<file path="src/rtl/stcseg_pkg.sv">
package stcseg_pkg;

  localparam int unsigned TIME_WIDTH_DEFAULT = 32;

  // Register reset values, milliseconds
  localparam int unsigned PAD_TIME_RESET       = 300;
  localparam int unsigned MIN_CLIP_TIME_RESET  = 500;
  localparam int unsigned TOTAL_DURATION_RESET = 0;

  localparam int unsigned CFG_IDX_W = 2;

  typedef enum logic [CFG_IDX_W-1:0] {
    CFG_PAD_TIME       = 2'd0,
    CFG_MIN_CLIP_TIME  = 2'd1,
    CFG_TOTAL_DURATION = 2'd2
  } cfg_idx_e;

  // Candidate clips handed from the tracker to the filters
  typedef struct packed {
    logic c0_valid;     // clip closed by this silence
    logic c1_valid;     // tail clip, final silence only
    logic final_item;
  } cand_ctrl_t;

endpackage

</file>
<file path="src/rtl/stcseg_track.sv">
module stcseg_track #(
  parameter int unsigned TIME_WIDTH = stcseg_pkg::TIME_WIDTH_DEFAULT
) (
  input  logic                   clk_i,
  input  logic                   rst_ni,
  input  logic                   in_valid_i,
  output logic                   in_stall_o,
  input  logic [TIME_WIDTH-1:0]  silence_start_i,
  input  logic [TIME_WIDTH-1:0]  silence_end_i,
  input  logic                   final_silence_i,
  input  logic [TIME_WIDTH-1:0]  pad_time_i,
  input  logic [TIME_WIDTH-1:0]  total_duration_i,
  output logic                   cand_valid_o,
  input  logic                   cand_ready_i,
  output stcseg_pkg::cand_ctrl_t cand_ctrl_o,
  output logic [TIME_WIDTH-1:0]  c0_start_o,
  output logic [TIME_WIDTH-1:0]  c0_end_o,
  output logic [TIME_WIDTH-1:0]  c1_start_o
);

  // input register
  logic                  in_v_q;
  logic [TIME_WIDTH-1:0] s_q, e_q;
  logic                  fin_q;

  // recording state
  logic                  started_q;
  logic                  pend_v_q;
  logic [TIME_WIDTH-1:0] pend_start_q;
  logic [TIME_WIDTH-1:0] prev_end_q;

  // candidate register
  logic                   cand_v_q;
  stcseg_pkg::cand_ctrl_t cand_ctrl_q, cand_ctrl_d;
  logic [TIME_WIDTH-1:0]  c0_start_q, c0_end_q, c1_start_q;

  logic                  s1_ready, s0_ready, advance, in_take;
  logic [TIME_WIDTH-1:0] s_clamp, e_clamp, gap, pend_start_a, pend_start_c;
  logic                  pend_a, pend_b, pend_c, next_exists, merge, open_new;

  assign s1_ready   = !cand_v_q || cand_ready_i;
  assign advance    = in_v_q && s1_ready;
  assign s0_ready   = !in_v_q || s1_ready;
  assign in_stall_o = !s0_ready;
  assign in_take    = in_valid_i && s0_ready;

  // out-of-order times are pulled forward
  assign s_clamp = (s_q < prev_end_q) ? prev_end_q : s_q;
  assign e_clamp = (e_q < s_clamp) ? s_clamp : e_q;

  // head clip opens on the first silence unless it starts at zero
  assign pend_a       = started_q ? pend_v_q : (s_clamp != '0);
  assign pend_start_a = started_q ? pend_start_q : '0;

  assign next_exists = !fin_q || (e_clamp < total_duration_i);
  assign gap         = e_clamp - s_clamp;
  assign merge       = next_exists &&
                       ((gap < pad_time_i) || ((gap - pad_time_i) < pad_time_i));

  assign pend_b       = pend_a && merge;
  assign open_new     = next_exists && !pend_b;
  assign pend_c       = pend_b || open_new;
  assign pend_start_c = open_new ? e_clamp : pend_start_a;

  always_comb begin
    cand_ctrl_d.c0_valid   = pend_a && !merge;
    cand_ctrl_d.c1_valid   = fin_q && pend_c;
    cand_ctrl_d.final_item = fin_q;
  end

  always_ff @(posedge clk_i or negedge rst_ni) begin
    if (!rst_ni) begin
      in_v_q       <= 1'b0;
      cand_v_q     <= 1'b0;
      started_q    <= 1'b0;
      pend_v_q     <= 1'b0;
      pend_start_q <= '0;
      prev_end_q   <= '0;
      cand_ctrl_q  <= '0;
    end else begin
      in_v_q   <= in_take || (in_v_q && !advance);
      cand_v_q <= advance || (cand_v_q && !cand_ready_i);
      if (advance) begin
        cand_ctrl_q <= cand_ctrl_d;
        if (fin_q) begin
          started_q    <= 1'b0;
          pend_v_q     <= 1'b0;
          pend_start_q <= '0;
          prev_end_q   <= '0;
        end else begin
          started_q    <= 1'b1;
          pend_v_q     <= pend_c;
          pend_start_q <= pend_start_c;
          prev_end_q   <= e_clamp;
        end
      end
    end
  end

  always_ff @(posedge clk_i) begin
    if (in_take) begin
      s_q   <= silence_start_i;
      e_q   <= silence_end_i;
      fin_q <= final_silence_i;
    end
    if (advance) begin
      c0_start_q <= pend_start_a;
      c0_end_q   <= s_clamp;
      c1_start_q <= pend_start_c;
    end
  end

  assign cand_valid_o = cand_v_q;
  assign cand_ctrl_o  = cand_ctrl_q;
  assign c0_start_o   = c0_start_q;
  assign c0_end_o     = c0_end_q;
  assign c1_start_o   = c1_start_q;

endmodule

</file>
<file path="src/rtl/stcseg_offer.sv">
module stcseg_offer #(
  parameter int unsigned TIME_WIDTH = stcseg_pkg::TIME_WIDTH_DEFAULT
) (
  input  logic [TIME_WIDTH-1:0] start_i,
  input  logic [TIME_WIDTH-1:0] end_i,
  input  logic [TIME_WIDTH-1:0] pad_time_i,
  input  logic [TIME_WIDTH-1:0] min_clip_time_i,
  input  logic [TIME_WIDTH-1:0] total_duration_i,
  output logic                  keep_o,
  output logic [TIME_WIDTH-1:0] padded_start_o,
  output logic [TIME_WIDTH-1:0] padded_end_o
);

  logic [TIME_WIDTH:0]   end_sum;
  logic [TIME_WIDTH-1:0] ps, pe_sat, pe;
  logic                  raw_ok;

  assign raw_ok = (end_i >= start_i) && ((end_i - start_i) >= min_clip_time_i);

  assign ps      = (start_i >= pad_time_i) ? (start_i - pad_time_i) : '0;
  assign end_sum = {1'b0, end_i} + {1'b0, pad_time_i};
  // saturate on carry out
  assign pe_sat  = end_sum[TIME_WIDTH] ? '1 : end_sum[TIME_WIDTH-1:0];
  assign pe      = (pe_sat > total_duration_i) ? total_duration_i : pe_sat;

  assign keep_o         = raw_ok && (pe >= ps) && ((pe - ps) >= min_clip_time_i);
  assign padded_start_o = ps;
  assign padded_end_o   = pe;

endmodule

</file>
<file path="src/rtl/stcseg_outbuf.sv">
module stcseg_outbuf #(
  parameter int unsigned TIME_WIDTH = stcseg_pkg::TIME_WIDTH_DEFAULT
) (
  input  logic                  clk_i,
  input  logic                  rst_ni,
  input  logic                  pair_valid_i,
  output logic                  pair_ready_o,
  input  logic                  keep0_i,
  input  logic                  keep1_i,
  input  logic                  final_i,
  input  logic [TIME_WIDTH-1:0] r0_start_i,
  input  logic [TIME_WIDTH-1:0] r0_end_i,
  input  logic [TIME_WIDTH-1:0] r1_start_i,
  input  logic [TIME_WIDTH-1:0] r1_end_i,
  output logic                  out_valid_o,
  input  logic                  out_stall_i,
  output logic [TIME_WIDTH-1:0] clip_start_o,
  output logic [TIME_WIDTH-1:0] clip_end_o,
  output logic                  last_clip_o
);

  // slot 0 is the head; slot 1 valid implies slot 0 valid
  logic                  v0_q, v1_q;
  logic [TIME_WIDTH-1:0] st0_q, en0_q, st1_q, en1_q;
  logic                  last0_q, last1_q;
  logic                  pop, load;

  assign pop          = v0_q && !out_stall_i;
  assign pair_ready_o = !v0_q || (!v1_q && pop);
  assign load         = pair_valid_i && pair_ready_o;

  always_ff @(posedge clk_i or negedge rst_ni) begin
    if (!rst_ni) begin
      v0_q <= 1'b0;
      v1_q <= 1'b0;
    end else if (load) begin
      v0_q <= keep0_i || keep1_i;
      v1_q <= keep0_i && keep1_i;
    end else if (pop) begin
      v0_q <= v1_q;
      v1_q <= 1'b0;
    end
  end

  always_ff @(posedge clk_i) begin
    if (load) begin
      // compact kept results into the head slot first
      st0_q   <= keep0_i ? r0_start_i : r1_start_i;
      en0_q   <= keep0_i ? r0_end_i : r1_end_i;
      last0_q <= final_i && (keep0_i ^ keep1_i);
      st1_q   <= r1_start_i;
      en1_q   <= r1_end_i;
      last1_q <= final_i && keep0_i && keep1_i;
    end else if (pop) begin
      st0_q   <= st1_q;
      en0_q   <= en1_q;
      last0_q <= last1_q;
    end
  end

  assign out_valid_o  = v0_q;
  assign clip_start_o = st0_q;
  assign clip_end_o   = en0_q;
  assign last_clip_o  = last0_q;

endmodule

</file>
<file path="src/rtl/silence_to_clip_segmenter.sv">
// Channel  Direction  Handshake                  Payload
// in       sink       in_valid_i / in_stall_o    silence_start_i, silence_end_i, final_silence_i
// out      source     out_valid_o / out_stall_i  clip_start_o, clip_end_o, last_clip_o
// cfg      sink       cfg_we_i                   cfg_idx_i, cfg_wdata_i
//
// One silence per cycle while out_stall_i is low: input register, tracker, candidate
// register, filters, two-slot result register. A silence that yields two clips fills
// both result slots, so the output port's one transfer per cycle sets the rate then.
// Reset clears the recording state and loads the register defaults.
// out_stall_i backs up through the stages to in_stall_o in the same cycle.
module silence_to_clip_segmenter #(
  parameter int unsigned TIME_WIDTH = stcseg_pkg::TIME_WIDTH_DEFAULT
) (
  input  logic                             clk_i,
  input  logic                             rst_ni,
  input  logic                             in_valid_i,
  output logic                             in_stall_o,
  input  logic [TIME_WIDTH-1:0]            silence_start_i,
  input  logic [TIME_WIDTH-1:0]            silence_end_i,
  input  logic                             final_silence_i,
  output logic                             out_valid_o,
  input  logic                             out_stall_i,
  output logic [TIME_WIDTH-1:0]            clip_start_o,
  output logic [TIME_WIDTH-1:0]            clip_end_o,
  output logic                             last_clip_o,
  input  logic                             cfg_we_i,
  input  logic [stcseg_pkg::CFG_IDX_W-1:0] cfg_idx_i,
  input  logic [TIME_WIDTH-1:0]            cfg_wdata_i
);

  logic [TIME_WIDTH-1:0] pad_time_q, min_clip_time_q, total_duration_q;

  always_ff @(posedge clk_i or negedge rst_ni) begin
    if (!rst_ni) begin
      pad_time_q       <= TIME_WIDTH'(stcseg_pkg::PAD_TIME_RESET);
      min_clip_time_q  <= TIME_WIDTH'(stcseg_pkg::MIN_CLIP_TIME_RESET);
      total_duration_q <= TIME_WIDTH'(stcseg_pkg::TOTAL_DURATION_RESET);
    end else if (cfg_we_i) begin
      unique case (stcseg_pkg::cfg_idx_e'(cfg_idx_i))
        stcseg_pkg::CFG_PAD_TIME:       pad_time_q       <= cfg_wdata_i;
        stcseg_pkg::CFG_MIN_CLIP_TIME:  min_clip_time_q  <= cfg_wdata_i;
        stcseg_pkg::CFG_TOTAL_DURATION: total_duration_q <= cfg_wdata_i;
        default: ;
      endcase
    end
  end

  logic                   cand_valid, cand_ready;
  stcseg_pkg::cand_ctrl_t cand_ctrl;
  logic [TIME_WIDTH-1:0]  c0_start, c0_end, c1_start;
  logic                   keep0, keep1;
  logic [TIME_WIDTH-1:0]  r0_start, r0_end, r1_start, r1_end;

  stcseg_track #(.TIME_WIDTH(TIME_WIDTH)) u_track (
    .clk_i            (clk_i),
    .rst_ni           (rst_ni),
    .in_valid_i       (in_valid_i),
    .in_stall_o       (in_stall_o),
    .silence_start_i  (silence_start_i),
    .silence_end_i    (silence_end_i),
    .final_silence_i  (final_silence_i),
    .pad_time_i       (pad_time_q),
    .total_duration_i (total_duration_q),
    .cand_valid_o     (cand_valid),
    .cand_ready_i     (cand_ready),
    .cand_ctrl_o      (cand_ctrl),
    .c0_start_o       (c0_start),
    .c0_end_o         (c0_end),
    .c1_start_o       (c1_start)
  );

  stcseg_offer #(.TIME_WIDTH(TIME_WIDTH)) u_offer0 (
    .start_i          (c0_start),
    .end_i            (c0_end),
    .pad_time_i       (pad_time_q),
    .min_clip_time_i  (min_clip_time_q),
    .total_duration_i (total_duration_q),
    .keep_o           (keep0),
    .padded_start_o   (r0_start),
    .padded_end_o     (r0_end)
  );

  // tail clip runs to the end of the recording
  stcseg_offer #(.TIME_WIDTH(TIME_WIDTH)) u_offer1 (
    .start_i          (c1_start),
    .end_i            (total_duration_q),
    .pad_time_i       (pad_time_q),
    .min_clip_time_i  (min_clip_time_q),
    .total_duration_i (total_duration_q),
    .keep_o           (keep1),
    .padded_start_o   (r1_start),
    .padded_end_o     (r1_end)
  );

  stcseg_outbuf #(.TIME_WIDTH(TIME_WIDTH)) u_outbuf (
    .clk_i        (clk_i),
    .rst_ni       (rst_ni),
    .pair_valid_i (cand_valid),
    .pair_ready_o (cand_ready),
    .keep0_i      (keep0 && cand_ctrl.c0_valid),
    .keep1_i      (keep1 && cand_ctrl.c1_valid),
    .final_i      (cand_ctrl.final_item),
    .r0_start_i   (r0_start),
    .r0_end_i     (r0_end),
    .r1_start_i   (r1_start),
    .r1_end_i     (r1_end),
    .out_valid_o  (out_valid_o),
    .out_stall_i  (out_stall_i),
    .clip_start_o (clip_start_o),
    .clip_end_o   (clip_end_o),
    .last_clip_o  (last_clip_o)
  );

endmodule

</file>
<file path="config.mk">
export PLATFORM = sky130hd
export DESIGN_NAME = silence_to_clip_segmenter
export DESIGN_NICKNAME = d
export VERILOG_FILES = /design/src/rtl/stcseg_pkg.sv /design/src/rtl/stcseg_track.sv /design/src/rtl/stcseg_offer.sv /design/src/rtl/stcseg_outbuf.sv /design/src/rtl/silence_to_clip_segmenter.sv
export SDC_FILE = /design/constraint.sdc
export NUM_CORES = 2
export LEC_CHECK = 0
export ABC_AREA = 1
export BUFFER_PORTS_ARGS = -buffer_cell sky130_fd_sc_hd__buf_2
export CAP_MARGIN = 0
export CELL_PAD_IN_SITES_DETAIL_PLACEMENT = 0
export CELL_PAD_IN_SITES_GLOBAL_PLACEMENT = 1
export CORE_MARGIN = 2
export CORE_UTILIZATION = 51
export CTS_CLUSTER_DIAMETER = 30
export DETAILED_ROUTE_END_ITERATION = 6
export GPL_TIMING_DRIVEN = 0
export PLACE_DENSITY_LB_ADDON = 0.1
export SLEW_MARGIN = 20
export SYNTH_ARGS = -nofsm -noshare
export SYNTH_HDL_FRONTEND = slang
export SYNTH_SLANG_ARGS = --single-unit
</file>
<file path="constraint.sdc">
create_clock -name clk_i -period 29.2 [get_ports clk_i]
set_clock_uncertainty 0.1 [all_clocks]
set_input_delay 5.84 -clock clk_i [delete_from_list [all_inputs] [get_ports clk_i]]
set_output_delay 5.84 -clock clk_i [all_outputs]
set_load 0.03 [all_outputs]
</file>
==> results_dict.tcl <==
set metrics [dict create \
    endpoint_kind "flip-flop" \
    netlist_area_um2 40630 \
    hp-class "reg2reg" \
    status "completed" \
    synth_mux_area_share_pct 0 \
    fill_cells 7369 \
    worstPathArrival_ps 14540 \
    synth_area_per_cell_um2 7.977 \
    cp_max_fo 10 \
    fin_ws_ps 14980 \
    clk_latency_ps 670 \
    syn_inst 5093 \
    reg2regPathDepth 66 \
    cts_tree "built" \
    wirelength_mm 132.7 \
    synth_edf_count 291 \
    maxCapViolCount 0 \
    rows 103 \
    worstMarginPinSlew_ps 1270 \
    track_usage_pct 31.95 \
    clkSlewWorstSetupHoldPaths_ps 50 \
    overflow 0 \
    synthesis.nets 5842 \
    r2r_end "u_outbuf.last_clip_o" \
    final_cells 6512 \
    rsz0062_at_grt "no" \
    async_flop_share_pct 36.74 \
    worst_path_most_repeated_cell "nand2_1" \
    die_w_um 286.3 \
    reg2reg_slack_ps 14980 \
    period_needed_ps 14220 \
    yosys.area_share.simple_pct 18.43 \
    synth.distinct_cells 72 \
    synth-xor-area-share_pct 5.001 \
    synth_ff_type "edfxtp_1" \
    htreeDepth 3 \
    relSlewSlack_pct 14.57 \
    portBuffers 170 \
    fp.dieArea_um2 81940 \
    fmax_mhz 70.34 \
    drc_errors 0 \
    die_y_um 286.3 \
    preCtsSetupSlack_ps 15320 \
    period_share_pct 48.69 \
    pin_count 171 \
    ys_warn_count 0 \
    cp_slowest_cell "o41ai_1" \
    tns_ps 0 \
    min_to "u_track.pend_start_q[3]" \
    core_um2 78870 \
    placedCellCount 6319 \
    numCtsBuffers 102 \
    synth-compound-area-share_pct 16.80 \
    grt_pass1_wl_mm 196.7 \
    cts_setup_buffers 0 \
    ant_nets 0 \
    vias 35757 \
    wl_per_cell_um 20.38 \
    grt_pass1_vias 34740 \
    min-delay-start "u_track.pend_start_q[3]" \
    grt_max_degree 91 \
    holdPathStages 2 \
    cpPeakStageDelay_ps 1050 \
    final_hold_viol_count 0 \
    worstSetupPathType "reg2reg" \
    slew_viol_final 0 \
    hpwl_mm 113.4 \
    reg2reg_from "pad_time_q[1]" \
    drt_iter0_drc 2524 \
    place.gp.congestion 0.9749 \
    clockBufferDepth 3 \
    grt_antenna_before_repair 0 \
    areaGrowthSynthToFinish_pct 14.53 \
    via_per_inst 5.491 \
    hold_buffers 0 \
    clockRootBuffer "clkbuf_16" \
    cts.sinks 460 \
    startpoint_type "flip-flop" \
    ys_seq_area_share_pct 31.95 \
    ys_seq_elements 460 \
    crit_required_ps 29520 \
    synth_top_family_by_area "adder cells" \
    setup_viol 0 \
    drive_gt1_share_pct 10.66 \
    fin_nets 6122 \
    synthAdderAreaFrac_pct 20.05 \
    post_cts_resized 0 \
    drt_pre_antenna_iters 5 \
    initial_core_util_pct 51.51 \
]
-- logic make-up (layout without fill, tap and decap cells) --
group | count (synthesis) | in the layout
xor gates and xnor gates | 232 | 232
buffers and inverters | 804 | 1172
AOI/OAI and AO/OA | 1215 | 1215
DFF | 460 | 460
and+or+nand+nor | 1737 | 1737
adders and majority gates | 645 | 645
other | 0 | 1
-- cell type report --
type,instances,area (um^2),share of cell area [%]
inverters,699,2626,5.644
clock inverters,73,863.3,1.855
clock buffers,119,2676,5.751
flip-flops and latches,460,12980,27.89
well taps,1050,1314,2.823
plain buffers,105,545.5,1.172
repair buffers,176,1026,2.205
multi-input cells,3829,24500,52.65
diodes,1,2.502,0.005378
-- per-layer routing --
metal	track usage, %	vias to the layer above	part of all wire (%)
li1	-	18019	-
met1	43.35	16577	45
met2	51.55	973	45
met3	4.754	188	6.6
met4	12.13	0	3.8
met5	0	-	0
-- cell usage after synthesis, types with 10 or more instances --
cell type | number | area [um^2]
o211ai_1 | 19 | 142.6
dfstp_2 | 10 | 262.8
a21boi_1 | 21 | 157.7
a21oi_1 | 498 | 2492
o21bai_1 | 18 | 135.1
xnor2_1 | 86 | 753.2
inv_1 | 686 | 2575
dfrtp_1 | 159 | 3979
nand3_1 | 200 | 1001
a31oi_1 | 18 | 112.6
nor4_1 | 13 | 81.33
o21ai_1 | 118 | 590.6
buf_2 | 20 | 100.1
a21oi_2 | 15 | 131.4
o22ai_1 | 32 | 200.2
o21ai_0 | 341 | 1707
clkbuf_1 | 62 | 232.7
nor2_1 | 227 | 852.1
nor3_1 | 25 | 125.1
o21ai_2 | 28 | 245.2
nand2_1 | 1053 | 3953
o221ai_1 | 10 | 87.58
buf_4 | 11 | 82.58
edfxtp_1 | 291 | 8738
o31ai_1 | 10 | 75.07
a21o_1 | 11 | 82.58
inv_2 | 10 | 37.54
ha_1 | 635 | 7945
nand4_1 | 55 | 344.1
o21a_1 | 12 | 90.09
or2_2 | 49 | 306.5
and2_1 | 35 | 219.0
fa_1 | 10 | 200.2
xor2_1 | 146 | 1279
nand2_2 | 46 | 287.8
a211oi_1 | 27 | 202.7
nand3_2 | 14 | 140.1
-- placed cells by master, fill, tap and decap left out, types with 12 or more instances in the layout --
master	Yosys	routed
nor4_1	13	13
nand3_2	14	14
dfrtp_1	159	159
nand3_1	200	200
xnor2_1	86	86
o21a_1	12	12
o21ai_1	118	118
edfxtp_1	291	291
clkbuf_16	0	102
nand2_1	1053	1053
and2_1	35	35
clkbuf_1	62	71
a21oi_1	498	498
a211oi_1	27	27
xor2_1	146	146
buf_2	20	189
a21boi_1	21	21
clkinv_4	0	13
or2_2	49	49
clkinv_1	3	14
o22ai_1	32	32
a21oi_2	15	15
nand4_1	55	55
clkinv_2	0	13
o21ai_0	341	340
a31oi_1	18	18
nor3_1	25	25
ha_1	635	635
inv_1	686	685
nand2_2	46	46
o211ai_1	19	19
clkinvlp_4	0	14
o21bai_1	18	18
o21ai_2	28	28
nor2_1	227	227
-- through the flow --
step                hold WS [ps]  instance area, um^2  utilization [%]
global placement           361.8                42790            54.26
floorplan                  347.4                40630                -
detailed placement         364.8                42990            54.51
CTS                        377.7                46530            59.00
global route               394.4                46530            59.00
finish                     374.1                46530            59.00
-- critical path: cells and delay by family (launching register included) --
kind                     cells  cell delay [ps]
AO/OA/AOI/OAI               26             5770
adder cells (fa/ha/maj)      5             1610
buffers and inverters       14             3300
flip-flops                   1              510
AND/OR/NAND/NOR             21             2560
-- how the worst max path moves through the flow --
stage             startpoint                    to  slack, ps  depth (start not counted)
2_1_floorplan    out_stall_i            in_stall_o      16710                          4
3_3_place_gp   pad_time_q[1]  u_outbuf.last_clip_o      15300                         66
3_5_place_dp   pad_time_q[1]  u_outbuf.last_clip_o      15320                         66
4_1_cts        pad_time_q[1]  u_outbuf.last_clip_o      15260                         66
5_1_grt        pad_time_q[1]  u_outbuf.last_clip_o      14120                         64
6_report       pad_time_q[1]  u_outbuf.last_clip_o      14980                         66
Power is not shown: default switching activity piles up to over one toggle a cycle in this logic, so the estimate is an artifact.
